$ cat src/rtl/supply_switchover_sequencer_top_macros.svh
// ---------------------------------------------------------------------------
// Supply switchover sequencer assertion macros
// Immediate-implication and next-cycle-implication checks, empty in synthesis.
// ---------------------------------------------------------------------------
`ifndef SUPPLY_SWITCHOVER_SEQUENCER_TOP_MACROS_SVH
`define SUPPLY_SWITCHOVER_SEQUENCER_TOP_MACROS_SVH
`ifndef SYNTHESIS
// Consequent must hold in the same cycle as the antecedent
`define SSS_ASSERT_IMP(label, clk, rst, ante, cons, msg) \
   label: assert property (@(posedge clk) disable iff (rst) (ante) |-> (cons)) \
      else $error(msg);
// Consequent must hold in the cycle after the antecedent
`define SSS_ASSERT_NXT(label, clk, rst, ante, cons, msg) \
   label: assert property (@(posedge clk) disable iff (rst) (ante) |=> (cons)) \
      else $error(msg);
`else
`define SSS_ASSERT_IMP(label, clk, rst, ante, cons, msg)
`define SSS_ASSERT_NXT(label, clk, rst, ante, cons, msg)
`endif
`endif

$ cat src/rtl/sss_pkg.sv
`timescale 1ns / 1ps
// ---------------------------------------------------------------------------
// Supply switchover sequencer package
// Configuration table, action codes and controller/datapath link types.
// ---------------------------------------------------------------------------
package sss_pkg;

   localparam int TableEntriesDefault   = 16;
   localparam int ConsumerRelaysDefault = 7;
   localparam int StoredEntries         = 16;

   localparam logic [15:0] SETTLE_RESET = 16'd500;
   localparam logic [2:0]  SUPPLY_RELAY = 3'd7;

   // Target kinds
   localparam logic [1:0] KIND_RELAY     = 2'd0;
   localparam logic [1:0] KIND_ALT       = 2'd1;
   localparam logic [1:0] KIND_C7_DIRECT = 2'd2;
   localparam logic [1:0] KIND_C7_ALT    = 2'd3;

   // Entry bit positions
   localparam int BitSupplyOff = 7;
   localparam int BitAlt       = 8;
   localparam int BitC7Direct  = 9;
   localparam int BitC7Alt     = 10;

   typedef logic [10:0] sss_entry_type;

   // Fixed switch configuration table
   localparam sss_entry_type CONF_TABLE [StoredEntries] = '{
      11'h200, 11'h304, 11'h344, 11'h364, 11'h374, 11'h37C, 11'h37D, 11'h57F,
      11'h5FB, 11'h5BB, 11'h59B, 11'h58B, 11'h583, 11'h582, 11'h580, 11'h080
   };

   // Action codes from controller to datapath
   typedef enum logic [3:0] {
      OP_C7D_OFF,
      OP_C7A_OFF,
      OP_ALT_OFF,
      OP_SUP_ON,
      OP_CONS_ON,
      OP_SUP_OFF,
      OP_CONS_OFF,
      OP_ALT_ON,
      OP_CONS_SET,
      OP_C7_FIRST,
      OP_C7_SECOND
   } sss_op_type;

   typedef struct packed {
      logic       emit;
      sss_op_type op;
      logic [2:0] idx;
   } sss_cmd_type;

   typedef struct packed {
      logic req_ok;
      logic on12;
      logic onalt;
      logic conf_alt;
      logic conf_sup_off;
      logic out_free;
   } sss_sts_type;

endpackage

$ cat src/rtl/sss_ctrl.sv
`timescale 1ns / 1ps
// ---------------------------------------------------------------------------
// Supply switchover sequencer controller
// Walks the action phases of one transition, one action per cycle while the result register can take it.
// ---------------------------------------------------------------------------
module sss_ctrl import sss_pkg::*; #(
   parameter int CONSUMER_RELAYS = ConsumerRelaysDefault
) (
   input  logic        clock,
   input  logic        reset,
   input  logic        req_fire,
   output logic        req_tready,
   input  sss_sts_type sts,
   output sss_cmd_type cmd
);

   localparam logic [2:0] CONS_LAST = 3'(CONSUMER_RELAYS - 1);

   typedef enum logic [3:0] {
      S_IDLE,
      S_C7D_OFF,
      S_C7A_OFF,
      S_ALT_OFF,
      S_SUP_ON,
      S_HAND_ON,
      S_SUP_OFF,
      S_HAND_OFF,
      S_ALT_ON,
      S_SET,
      S_C7_A,
      S_C7_B
   } state_type;

   state_type  state_ff;
   state_type  state_in;
   logic [2:0] cnt_ff;
   logic       cond;
   logic       counted;
   logic       emit;
   logic       done;
   sss_op_type op;

   // Decode the current phase: its action, whether it applies, what follows
   always_comb begin
      cond     = 1'b1;
      counted  = 1'b0;
      op       = OP_C7D_OFF;
      state_in = S_IDLE;
      unique case (state_ff)
         S_IDLE: begin
            cond     = 1'b0;
            state_in = S_IDLE;
         end
         S_C7D_OFF: begin
            cond = sts.on12; op = OP_C7D_OFF; state_in = S_C7A_OFF;
         end
         S_C7A_OFF: begin
            cond = sts.onalt; op = OP_C7A_OFF; state_in = S_ALT_OFF;
         end
         S_ALT_OFF: begin
            cond = !sts.conf_alt; op = OP_ALT_OFF; state_in = S_SUP_ON;
         end
         S_SUP_ON: begin
            cond = sts.conf_sup_off; op = OP_SUP_ON; state_in = S_HAND_ON;
         end
         S_HAND_ON: begin
            cond = sts.on12; counted = 1'b1; op = OP_CONS_ON; state_in = S_SUP_OFF;
         end
         S_SUP_OFF: begin
            cond = sts.on12; op = OP_SUP_OFF; state_in = S_HAND_OFF;
         end
         S_HAND_OFF: begin
            cond = sts.onalt; counted = 1'b1; op = OP_CONS_OFF; state_in = S_ALT_ON;
         end
         S_ALT_ON: begin
            cond = sts.onalt; op = OP_ALT_ON; state_in = S_SET;
         end
         S_SET: begin
            counted = 1'b1; op = OP_CONS_SET; state_in = S_C7_A;
         end
         S_C7_A: begin
            op = OP_C7_FIRST; state_in = S_C7_B;
         end
         S_C7_B: begin
            op = OP_C7_SECOND; state_in = S_IDLE;
         end
         default: begin
            cond     = 1'b0;
            state_in = S_IDLE;
         end
      endcase
   end

   // Emit when the phase applies and the result register can take an item
   assign emit = cond && sts.out_free;
   assign done = !cond || (emit && (!counted || cnt_ff == CONS_LAST));

   assign cmd.emit   = emit;
   assign cmd.op     = op;
   assign cmd.idx    = cnt_ff;
   assign req_tready = (state_ff == S_IDLE);

   // Hold state and the relay counter
   always_ff @(posedge clock) begin
      if (reset) begin
         state_ff <= S_IDLE;
         cnt_ff   <= '0;
      end else if (state_ff == S_IDLE) begin
         cnt_ff <= '0;
         if (req_fire && sts.req_ok) begin
            state_ff <= S_C7D_OFF;
         end
      end else begin
         if (emit && counted && cnt_ff != CONS_LAST) begin
            cnt_ff <= cnt_ff + 3'd1;
         end else if (done) begin
            cnt_ff <= '0;
         end
         if (done) begin
            state_ff <= state_in;
         end
      end
   end

endmodule

$ cat src/rtl/sss_dp.sv
`timescale 1ns / 1ps
// ---------------------------------------------------------------------------
// Supply switchover sequencer datapath
// Request latch, supply levels, settle register and the result register.
// ---------------------------------------------------------------------------
module sss_dp import sss_pkg::*; #(
   parameter int TABLE_ENTRIES = TableEntriesDefault
) (
   input  logic        clock,
   input  logic        reset,
   input  logic        req_fire,
   input  logic        mode,
   input  logic [4:0]  from_index,
   input  logic [4:0]  to_index,
   input  logic        csr_valid,
   input  logic [15:0] csr_data,
   input  sss_cmd_type cmd,
   output sss_sts_type sts,
   input  logic        rsp_tready,
   output logic        rsp_tvalid,
   output logic [1:0]  rsp_kind,
   output logic [2:0]  rsp_relay,
   output logic        rsp_level,
   output logic [15:0] rsp_wait,
   output logic        rsp_last
);

   localparam int IdxLimit = (TABLE_ENTRIES < StoredEntries) ? TABLE_ENTRIES : StoredEntries;
   localparam logic [4:0] PANIC_FROM = 5'(TABLE_ENTRIES - 1);

   logic [15:0]   settle_ff;
   logic          sup_ff;      // relay 7 active: 12V supply off
   logic          alt_ff;      // alternate-supply MOSFETs on
   sss_entry_type conf_ff;
   logic          on12_ff;
   logic          onalt_ff;
   logic          out_valid_ff;
   logic [1:0]    kind_ff;
   logic [2:0]    relay_ff;
   logic          level_ff;
   logic [15:0]   wait_ff;
   logic          last_ff;

   logic [4:0]    from_eff;
   logic [4:0]    to_eff;
   sss_entry_type conf_new;
   logic [6:0]    cons_bits;
   logic [1:0]    kind_in;
   logic [2:0]    relay_in;
   logic          level_in;
   logic          wait_zero;
   logic          last_in;
   logic          sup_in;
   logic          alt_in;

   // Resolve panic and check the indices
   assign from_eff = mode ? PANIC_FROM : from_index;
   assign to_eff   = mode ? 5'd0 : to_index;
   assign conf_new = CONF_TABLE[to_eff[3:0]];

   assign sts.req_ok = ({1'b0, from_eff} < 6'(IdxLimit)) &&
                       ({1'b0, to_eff} < 6'(IdxLimit)) && (from_eff != to_eff);
   assign sts.on12         = on12_ff;
   assign sts.onalt        = onalt_ff;
   assign sts.conf_alt     = conf_ff[BitAlt];
   assign sts.conf_sup_off = conf_ff[BitSupplyOff];
   assign sts.out_free     = !out_valid_ff || rsp_tready;

   assign cons_bits = conf_ff[6:0];

   // Decode the action into result fields and level updates
   always_comb begin
      kind_in   = KIND_RELAY;
      relay_in  = 3'd0;
      level_in  = 1'b0;
      wait_zero = 1'b0;
      last_in   = 1'b0;
      sup_in    = sup_ff;
      alt_in    = alt_ff;
      unique case (cmd.op)
         OP_C7D_OFF:  kind_in = KIND_C7_DIRECT;
         OP_C7A_OFF:  kind_in = KIND_C7_ALT;
         OP_ALT_OFF: begin
            kind_in = KIND_ALT;
            alt_in  = 1'b0;
         end
         OP_SUP_ON: begin
            relay_in = SUPPLY_RELAY;
            level_in = 1'b1;
            sup_in   = 1'b1;
         end
         OP_CONS_ON: begin
            relay_in = cmd.idx;
            level_in = 1'b1;
         end
         OP_SUP_OFF: begin
            relay_in  = SUPPLY_RELAY;
            wait_zero = 1'b1;
            sup_in    = 1'b0;
         end
         OP_CONS_OFF: relay_in = cmd.idx;
         OP_ALT_ON: begin
            kind_in  = KIND_ALT;
            level_in = 1'b1;
            alt_in   = 1'b1;
         end
         OP_CONS_SET: begin
            relay_in = cmd.idx;
            level_in = cons_bits[cmd.idx];
         end
         OP_C7_FIRST: begin
            kind_in = conf_ff[BitC7Direct] ? KIND_C7_ALT : KIND_C7_DIRECT;
         end
         OP_C7_SECOND: begin
            last_in = 1'b1;
            if (conf_ff[BitC7Direct]) begin
               kind_in  = KIND_C7_DIRECT;
               level_in = 1'b1;
            end else begin
               kind_in  = KIND_C7_ALT;
               level_in = conf_ff[BitC7Alt];
            end
         end
         default: kind_in = KIND_RELAY;
      endcase
   end

   // Hold settle time, supply levels and the result valid flag
   always_ff @(posedge clock) begin
      if (reset) begin
         settle_ff    <= SETTLE_RESET;
         sup_ff       <= 1'b0;
         alt_ff       <= 1'b0;
         out_valid_ff <= 1'b0;
      end else begin
         if (csr_valid) begin
            settle_ff <= csr_data;
         end
         if (cmd.emit) begin
            sup_ff       <= sup_in;
            alt_ff       <= alt_in;
            out_valid_ff <= 1'b1;
         end else if (rsp_tready) begin
            out_valid_ff <= 1'b0;
         end
      end
   end

   // Latch the target entry and the hand-over decisions on accept, and the result fields on each emitted action
   always_ff @(posedge clock) begin
      if (req_fire) begin
         conf_ff  <= conf_new;
         on12_ff  <= sup_ff && !conf_new[BitSupplyOff];
         onalt_ff <= !alt_ff && conf_new[BitAlt];
      end
      if (cmd.emit) begin
         kind_ff  <= kind_in;
         relay_ff <= relay_in;
         level_ff <= level_in;
         wait_ff  <= wait_zero ? 16'd0 : settle_ff;
         last_ff  <= last_in;
      end
   end

   assign rsp_tvalid = out_valid_ff;
   assign rsp_kind   = kind_ff;
   assign rsp_relay  = relay_ff;
   assign rsp_level  = level_ff;
   assign rsp_wait   = wait_ff;
   assign rsp_last   = last_ff;

endmodule

$ cat src/rtl/supply_switchover_sequencer_top.sv
`timescale 1ns / 1ps
// ---------------------------------------------------------------------------
// Supply switchover sequencer
// Turns a configuration change request into an ordered run of pin actions.
// ---------------------------------------------------------------------------
//  Channel   Direction  Carries
//  req_      in         one transition request (mode, from, to)
//  rsp_      out        one pin action, tlast on the final action of a run
//  csr_      in         settle time in milliseconds
//
//  A valid request is accepted from idle, then the controller walks eleven
//  phases in order: each single-action phase issues its action or is skipped,
//  and each of the three relay phases that applies issues one action per
//  consumer relay.
//  An invalid or same-index request is dropped in its accept cycle.
//  A stalled rsp_ holds the controller in its phase; no request is taken
//  until the run's last action has entered the result register.
//  Reset sets settle time to 500 ms and all relays and MOSFETs inactive.
// ---------------------------------------------------------------------------
`include "supply_switchover_sequencer_top_macros.svh"
module supply_switchover_sequencer_top import sss_pkg::*; #(
   parameter int TABLE_ENTRIES   = TableEntriesDefault,
   parameter int CONSUMER_RELAYS = ConsumerRelaysDefault
) (
   input  logic        clock,
   input  logic        reset,
   input  logic        req_tvalid,
   output logic        req_tready,
   input  logic [15:0] req_tdata,   // from_index[4:0], to_index[9:5], zero fill
   input  logic        req_tuser,   // mode
   output logic        rsp_tvalid,
   input  logic        rsp_tready,
   output logic [23:0] rsp_tdata,   // relay_number[2:0], level[3], wait_ms[19:4], zero fill
   output logic [1:0]  rsp_tuser,   // target_kind
   output logic        rsp_tlast,   // last_action
   input  logic        csr_valid,
   output logic        csr_ready,
   input  logic [15:0] csr_data
);

   sss_cmd_type cmd;
   sss_sts_type sts;
   logic        req_fire;
   logic [2:0]  relay;
   logic        level;
   logic [15:0] wait_ms;

   assign req_fire  = req_tvalid && req_tready;
   assign csr_ready = 1'b1;
   assign rsp_tdata = {4'd0, wait_ms, level, relay};

   sss_ctrl #(
      .CONSUMER_RELAYS(CONSUMER_RELAYS)
   ) u_ctrl (
      .clock     (clock),
      .reset     (reset),
      .req_fire  (req_fire),
      .req_tready(req_tready),
      .sts       (sts),
      .cmd       (cmd)
   );

   sss_dp #(
      .TABLE_ENTRIES(TABLE_ENTRIES)
   ) u_dp (
      .clock     (clock),
      .reset     (reset),
      .req_fire  (req_fire),
      .mode      (req_tuser),
      .from_index(req_tdata[4:0]),
      .to_index  (req_tdata[9:5]),
      .csr_valid (csr_valid),
      .csr_data  (csr_data),
      .cmd       (cmd),
      .sts       (sts),
      .rsp_tready(rsp_tready),
      .rsp_tvalid(rsp_tvalid),
      .rsp_kind  (rsp_tuser),
      .rsp_relay (relay),
      .rsp_level (level),
      .rsp_wait  (wait_ms),
      .rsp_last  (rsp_tlast)
   );

   // Never overwrite a result that is still waiting
   `SSS_ASSERT_IMP(a_no_overwrite, clock, reset, cmd.emit, sts.out_free, "result overwritten")
   // Idle controller issues no actions
   `SSS_ASSERT_IMP(a_idle_quiet, clock, reset, req_tready, !cmd.emit, "action while idle")
   // Final action returns the controller to idle
   `SSS_ASSERT_NXT(a_last_idle, clock, reset, cmd.emit && cmd.op == OP_C7_SECOND,
                   req_tready, "not idle after final action")

endmodule
$ cat config.mk
export PLATFORM = sky130hd
export DESIGN_NAME = supply_switchover_sequencer_top
export DESIGN_NICKNAME = d
export VERILOG_FILES = /design/src/rtl/sss_pkg.sv /design/src/rtl/sss_ctrl.sv /design/src/rtl/sss_dp.sv /design/src/rtl/supply_switchover_sequencer_top.sv
export VERILOG_INCLUDE_DIRS = /design/src /design/src/rtl
export SDC_FILE = /design/constraint.sdc
export NUM_CORES = 1
export LEC_CHECK = 0
export ABC_AREA = 0
export BUFFER_PORTS_ARGS = -buffer_cell sky130_fd_sc_hd__buf_2
export CAP_MARGIN = 20
export CORE_MARGIN = 2
export CORE_UTILIZATION = 54
export DETAILED_ROUTE_END_ITERATION = 16
export PLACE_DENSITY = 0.8
export SLEW_MARGIN = 25
export SYNTH_ARGS = -nofsm -noshare
export SYNTH_HDL_FRONTEND = slang
export SYNTH_SLANG_ARGS = --single-unit
export TNS_END_PERCENT = 50
$ cat constraint.sdc
create_clock -name clock -period 3.3 [get_ports clock]
set_clock_uncertainty 0.2 [all_clocks]
set_input_delay 0.66 -clock clock [delete_from_list [all_inputs] [get_ports clock]]
set_output_delay 0.66 -clock clock [all_outputs]
set_load 0.1 [all_outputs]
==> summary.md, run 1 <==
| Metric | Value |
|---|---|
| Layout area overhead | 14.3% |
| Syn Inst Count | 289 |
| R2r endpoint | u_ctrl.state_ff[1]$_SDFFE_PP0P_ |
| Max frequency | 0.362 GHz |
| Ys Warns | 0 |
| Seq/Total Area, Yosys | 52.1% |
| Total grt overflow | 0 |
| Cell Area, Placed | 3330 um^2 |
| RR Startpoint | u_ctrl.state_ff[2]$_SDFFE_PP0P_ |
| Final setup fails | 0 |
| Worst Setup EP | req_tready |
| Port bufs | 56 |
| Initial Utilization | 55.9% |
| # IOs | 68 |
| Max Root-Sink Buffers | 2 |
| DRT Wirelength | 5650 um |
| Die Area | 6310 um^2 |
| Worst endpoint required time | 2.44 ns |
| Number of synthesized flops with an enable pin | 36 |
| Slew Limit Fails | 0 |
| Fin crit share | 83.6% |
| Flop2flop setup slack | 0.72 ns |
| Top_reg_cell synth | edfxtp_1 |
| P_leak | 1.44 nW |
| FFs w/ async S/R, synth | 0% |
| Max_cap viols | 0 |
| FF-to-FF path depth | 8 |
| RSZ-0062 raised after global routing | false |
| Setup crit start | u_ctrl.state_ff[2]$_SDFFE_PP0P_ |
| Syn_area_per_cell | 10.6 um^2 |
| WL per Instance | 13.6 um |
| Row count | 27 |
| Post-Place Cells | 400 |
| Mapped cell area | 3080 um^2 |
| CTS tree | built |
| Period minus WS final | 2.76 ns |
| Slew headroom | 63.4% |
| Hold Crit Class | reg -> reg |
| CTS Root Cell | clkbuf_8 |
| CTS Buf Count | 9 |
| Startpoint Class | register |
| Post-cts hold buffer count | 0 |
| Routed vias | 2233 |
| Setup Buffers After CTS | 0 |
| Post-cts repair resize count | 0 |
| Ant. Diodes | 0 |
| Gpl congestion | 0.901 |
| Detailed Place HPWL | 3980 um |
| Slew of the pin with the lowest slew margin | 0.549 ns |
| Core area | 5510 um^2 |
| Worst vdd ir | 0.000609 V |
| Largest net degree at the start of global routing | 23 |
| Vias in the first global route | 2097 |
| Starting DRC count in detailed routing | 200 |
| Final TNS setup | 0 ns |
| H-tree depth | 3 |
| Share of cells above drive strength 1 | 26.5% |
| Clk_lat worst skew | 0.34 ns |
| Fin cells | 416 |
| First-pass GRT wire length | 9320 um |
| Synth cell types | 58 |
| Final net count | 383 |
| Final Power | 0.00338 W |
| Initial antenna violation count | 0 |
| Chip Width | 79.5 um |
| Power density over the cells | 961 nW/um^2 |
| Clock sinks | 62 |
| Yosys reg bits | 62 |
| CP Capture Type | output port |
| Critical path arrival | 1.90 ns |
| Tot GR Track Use | 19.4% |
| Reg clk slew, reported paths | 0.06 ns |
| Post-Place Setup Slack | 0.646 ns |
| Die Span Y | 79.5 um |
| Outcome | finished clean |
| Crit Path Category | reg -> out |
| Post-DRT Antenna Nets | 0 |
| CP max FO | 10 |
| DRT Pass-1 Iters | 4 |
| Via density | 5.37 |
| Final setup margin | 0.540 ns |
| Endpoints failing hold | 0 |
| DRC | 0 |
| Final instance area | 3520 um^2 |
## sequential cells by signal, indices dropped and copies added, names as in the netlist, 2 cells and up
signal	count
u_dp.rsp_relay	3
u_ctrl.cnt_ff	3
u_dp.rsp_kind	2
u_dp.rsp_wait	16
u_ctrl.state_ff	4
u_dp.conf_ff	11
u_dp.settle_ff	16
## cell families (layout without fill, tap and decap cells)
| family | count (synthesis) | in the layout | synth area share [%] |
|---|---|---|---|
| XOR/XNOR | 6 | 6 | 1.71 |
| multiplexers | 22 | 22 | 7.61 |
| buffers and inverters | 36 | 88 | 6.88 |
| AO/OA/AOI/OAI | 49 | 49 | 11.8 |
| adder cells (fa/ha/maj) | 6 | 6 | 2.44 |
| other | 2 | 5 | 0.244 |
| flip-flops | 62 | 62 | 52.1 |
| AND/OR/NAND/NOR | 106 | 106 | 17.2 |
## report_power, final
part | internal [W] | switching, W
registers | 0.00106 | 0.0000803
clock network | 0.000346 | 0.000283
logic | 0.000299 | 0.00131
## stage by stage
| step | hold slack [ns] | utilization, % |
|---|---|---|
| CTS | 0.268 | 63.8 |
| finish | 0.268 | 63.8 |
| global placement | 0.246 | 60.4 |
| floorplan | 0.233 | - |
| global route | 0.307 | 63.8 |
| detailed placement | 0.250 | 60.4 |
## critical path: stages (launching register included)
cell and delay, ns:
dfxtp_1 0.32, inv_1 0.11, ha_1 0.40, nand2_1 0.17, inv_2 0.13, buf_2 0.43
## synth_stat cells (all sizes together) (2+ instances only)
library cell	n	area (um^2)
nor2b	21	134
clkbuf	15	96.3
xnor2	4	35.0
nor2	37	139
a211oi	4	42.5
o21ai	8	40.0
or2b	2	16.3
edfxtp	36	1080
nand2	21	78.8
inv	11	41.3
conb	2	7.51
o211ai	2	15.0
nor4	3	25.0
or3	2	13.8
nor3	8	40.0
nand3	3	15.0
a21oi	14	70.1
ha	6	75.1
and2	3	21.3
o31ai	3	22.5
buf	10	73.8
mux2i	20	200
xor2	2	17.5
dfxtp	26	521
a21o	3	22.5
## layout make-up
class,instances,area [um^2]
clock buffer,10,128
clock inverter,6,61.3
fill,468,1990
inverter,11,41.3
multi-input combinational,194,1280
sequential,62,1600
tap,72,90.1
timing repair buffer,61,318
## routing by layer
layer | global-route usage [%] | routed length [um] | vias up
met5 | 0 | 0 | -
met4 | 8.62 | 129 | 0
met3 | 6.45 | 369 | 13
met2 | 32.5 | 2790 | 80
met1 | 22.6 | 2360 | 1033
li1 | - | - | 1107
## layout by cell type (no fill, tap or decap), types with 2 or more instances in the layout
cell	synthesis	routed
o211ai_1	2	2
nor2_1	37	36
o31ai_1	3	3
xor2_1	2	2
mux2i_1	20	20
clkinvlp_4	0	2
conb_1	2	5
a21o_1	3	3
a21oi_1	14	14
xnor2_1	4	4
nand2_1	21	21
buf_2	2	56
inv_1	10	10
nor3_1	8	8
o21ai_0	8	8
and2_1	2	2
nor2b_1	20	20
buf_4	7	5
edfxtp_1	36	36
clkbuf_8	4	9
dfxtp_1	26	26
nand3_1	3	3
a211oi_1	3	3
nor4_1	2	2
ha_1	6	6
clkinv_2	0	2
## worst min path at each step
stage               slack (ns)  depth (start not counted)                      startpoint                              to
global placement          0.25                          2  u_dp.settle_ff[6]$_SDFFE_PP1P_  u_dp.settle_ff[6]$_SDFFE_PP1P_
CTS                       0.27                          2  u_dp.settle_ff[8]$_SDFFE_PP1P_  u_dp.settle_ff[8]$_SDFFE_PP1P_
detailed placement        0.25                          2  u_dp.settle_ff[8]$_SDFFE_PP1P_  u_dp.settle_ff[8]$_SDFFE_PP1P_
floorplan                 0.23                          2  u_dp.settle_ff[2]$_SDFFE_PP1P_  u_dp.settle_ff[2]$_SDFFE_PP1P_
global route              0.31                          2  u_dp.settle_ff[2]$_SDFFE_PP1P_  u_dp.settle_ff[2]$_SDFFE_PP1P_
finish                    0.27                          2  u_dp.settle_ff[4]$_SDFFE_PP1P_  u_dp.settle_ff[4]$_SDFFE_PP1P_
(Power assumes the default switching activity.)
==> inputs of run 2 (changes only) <==
--- a/config.mk
+++ b/config.mk
@@ -6,13 +6,13 @@
 export SDC_FILE = /design/constraint.sdc
 export NUM_CORES = 1
 export LEC_CHECK = 0
-export ABC_AREA = 0
+export ABC_AREA = 1
 export BUFFER_PORTS_ARGS = -buffer_cell sky130_fd_sc_hd__buf_2
 export CAP_MARGIN = 20
 export CORE_MARGIN = 2
-export CORE_UTILIZATION = 54
+export CORE_UTILIZATION = 49
 export DETAILED_ROUTE_END_ITERATION = 16
-export PLACE_DENSITY = 0.8
+export PLACE_DENSITY = 0.76
 export SLEW_MARGIN = 25
 export SYNTH_ARGS = -nofsm -noshare
 export SYNTH_HDL_FRONTEND = slang
==> constraint.sdc (replaced) <==
create_clock -name clock -period 2.4 [get_ports clock]
set_clock_uncertainty 0.2 [all_clocks]
set_input_delay 0.48 -clock clock [delete_from_list [all_inputs] [get_ports clock]]
set_output_delay 0.48 -clock clock [all_outputs]
set_load 0.1 [all_outputs]
==> summary.md, run 2 <==
| Metric | Value |
|---|---|
| Max frequency | 0.440 GHz |
| Post-synth top area cell | edfxtp_1 |
| Final Power | 0.00479 W |
| FFs w/ async S/R, synth | 0% |
| Share of cells above drive strength 1 | 25.8% |
| Post-cts repair resize count | 0 |
| Total grt overflow | 0 |
| Synth area leaders | edfxtp_1, dfxtp_1, nand2_1 |
| Mapped cell area | 3090 um^2 |
| Ys Warns | 0 |
| Setup Buffers After CTS | 0 |
| Die Area | 6950 um^2 |
| RR Startpoint | u_ctrl.state_ff[2]$_SDFFE_PP0P_ |
| Routed vias | 2438 |
| Reg clk slew, reported paths | 0.07 ns |
| Final TNS setup | 0 ns |
| Period minus WS final | 2.27 ns |
| Via density | 4.87 |
| Fin crit share | 94.7% |
| Final net count | 465 |
| Starting DRC count in detailed routing | 91 |
| Startpoint Class | register |
| Ant. Diodes | 0 |
| Number of synthesized flops with an enable pin | 36 |
| Hold Crit Class | in -> reg |
| Largest net degree at the start of global routing | 27 |
| DRT Pass-1 Iters | 4 |
| Critical path arrival | 1.59 ns |
| CP Capture Type | output port |
| Synth cell types | 33 |
| CP max-delay cell | dfxtp_1 |
| H-tree depth | 3 |
| WL per Instance | 11.7 um |
| RSZ-0062 raised after global routing | false |
| Critical path's most frequent cell | inv_1 |
| Endpoints failing hold | 0 |
| Initial antenna violation count | 0 |
| Layout area overhead | 17.5% |
| Detailed Place HPWL | 4400 um |
| Worst vdd ir | 0.000974 V |
| Core area | 5990 um^2 |
| DRT Wirelength | 5840 um |
| Most frequent cells in the layout | nand2_1, buf_2, inv_1 |
| Tot GR Track Use | 17.3% |
| First-pass GRT wire length | 9510 um |
| Largest delay share family, worst path | buffers and inverters |
| Die Span Y | 83.4 um |
| Crit-path max cell delay | 0.32 ns |
| Max_cap viols | 0 |
| CTS Buf Count | 9 |
| Yosys reg bits | 62 |
| Max Root-Sink Buffers | 2 |
| DRC | 0 |
| Seq/Total Area, Yosys | 51.9% |
| CTS tree | built |
| Cell with the most instances after synthesis | nand2_1 |
| Post-cts hold buffer count | 0 |
| Setup crit start | u_ctrl.state_ff[2]$_SDFFE_PP0P_ |
| P_leak | 1.62 nW |
| CTS Root Cell | clkbuf_8 |
| Worst Path Buf+Inv | 3 |
| Top_reg_cell synth | edfxtp_1 |
| Startpoint of the worst hold path | csr_data[8] |
| Final setup fails | 0 |
| Worst endpoint required time | 1.72 ns |
| Syn_area_per_cell | 8.51 um^2 |
| Vias in the first global route | 2163 |
| Top cells by count, synth | nand2_1, inv_1, o21ai_0, edfxtp_1, nor2_1 |
| Post-DRT Antenna Nets | 0 |
| Clock sinks | 62 |
| CP max FO | 7 |
| Crit Path Category | reg -> out |
| # IOs | 68 |
| Clk_lat worst skew | 0.34 ns |
| Gpl congestion | 0.862 |
| Slew Limit Fails | 0 |
| Syn Inst Count | 363 |
| Port bufs | 56 |
| Chip Width | 83.4 um |
| Outcome | finished clean |
| CP Cell Sequence | inv_1 -> ha_2 -> nand2_1 -> inv_1 -> buf_12 |
| Power density over the cells | 1320 nW/um^2 |
| Commonest non-fill, non-tap cell in the layout | nand2_1 |
| Row count | 28 |
| Initial Utilization | 51.5% |
| Top cell type's share of synthesized area | 35.0% |
run 2: per-layer routing:
metal / up-vias / track usage [%] / routed length (um)
li1: 1275 / - / -
met1: 1078 / 20.5 / 2630
met2: 71 / 28.1 / 2730
met3: 14 / 4.77 / 329
met4: 0 / 10.1 / 147
met5: - / 0 / 0
run 2: cells by family (layout without fill, tap and decap cells):
| group | count (synthesis) | count (layout) | synth area share (%) |
|---|---|---|---|
| simple gates | 144 | 144 | 20.9 |
| buf+inv | 74 | 134 | 11.1 |
| fa+ha+maj | 6 | 6 | 2.43 |
| other cells | 2 | 5 | 0.243 |
| xor+xnor | 2 | 2 | 0.567 |
| flops | 62 | 62 | 51.9 |
| compound gates | 73 | 73 | 12.9 |
run 2: path summary, 6_finish.rpt:
path                                         end  slack, ns  cells after the start
setup / recovery                      req_tready       0.13                      5
hold reg to reg   u_dp.settle_ff[2]$_SDFFE_PP1P_       0.26                      2
hold / removal    u_dp.settle_ff[8]$_SDFFE_PP1P_       0.15                      3
setup reg to reg  u_dp.rsp_wait[5]$_SDFFCE_PN0P_       0.23                     11
run 2: area by class of cell:
class,instances,area [um^2]
clock inverters,6,86.3
flip-flops and latches,62,1600
repair buffers,60,338
well taps,75,93.8
multi-input cells,230,1160
fillers,527,2360
clock buffers,10,128
inverters,58,221
run 2: report_power, final:
part | internal (W) | switching (W) | total, W | leakage, nW
Combinational | 0.000410 | 0.00186 | 0.00227 | 0.968
Sequential | 0.00145 | 0.0000846 | 0.00154 | 0.551
Clock | 0.000582 | 0.000398 | 0.000980 | 0.106
Total | 0.00245 | 0.00234 | 0.00479 | 1.62
run 2: stage by stage:
stage                     hold WS (ns)  worst slack (ns)  instance area [um^2]  instances  util [%]
after floorplan                  0.234             0.239                  3100        366         -
after global placement           0.244             0.232                  3410        485      56.9
after detailed placement         0.255             0.202                  3410        485      56.9
after CTS                        0.136           0.00794                  3620        501      60.5
after global routing             0.159            0.0183                  3630        501      60.5
final                            0.145             0.126                  3630        501      60.5
run 2: tightest hold or removal path, cell delays in order:
cell	delay [ns]
buf_2	0.07
a21oi_1	0.05
o21ai_0	0.06
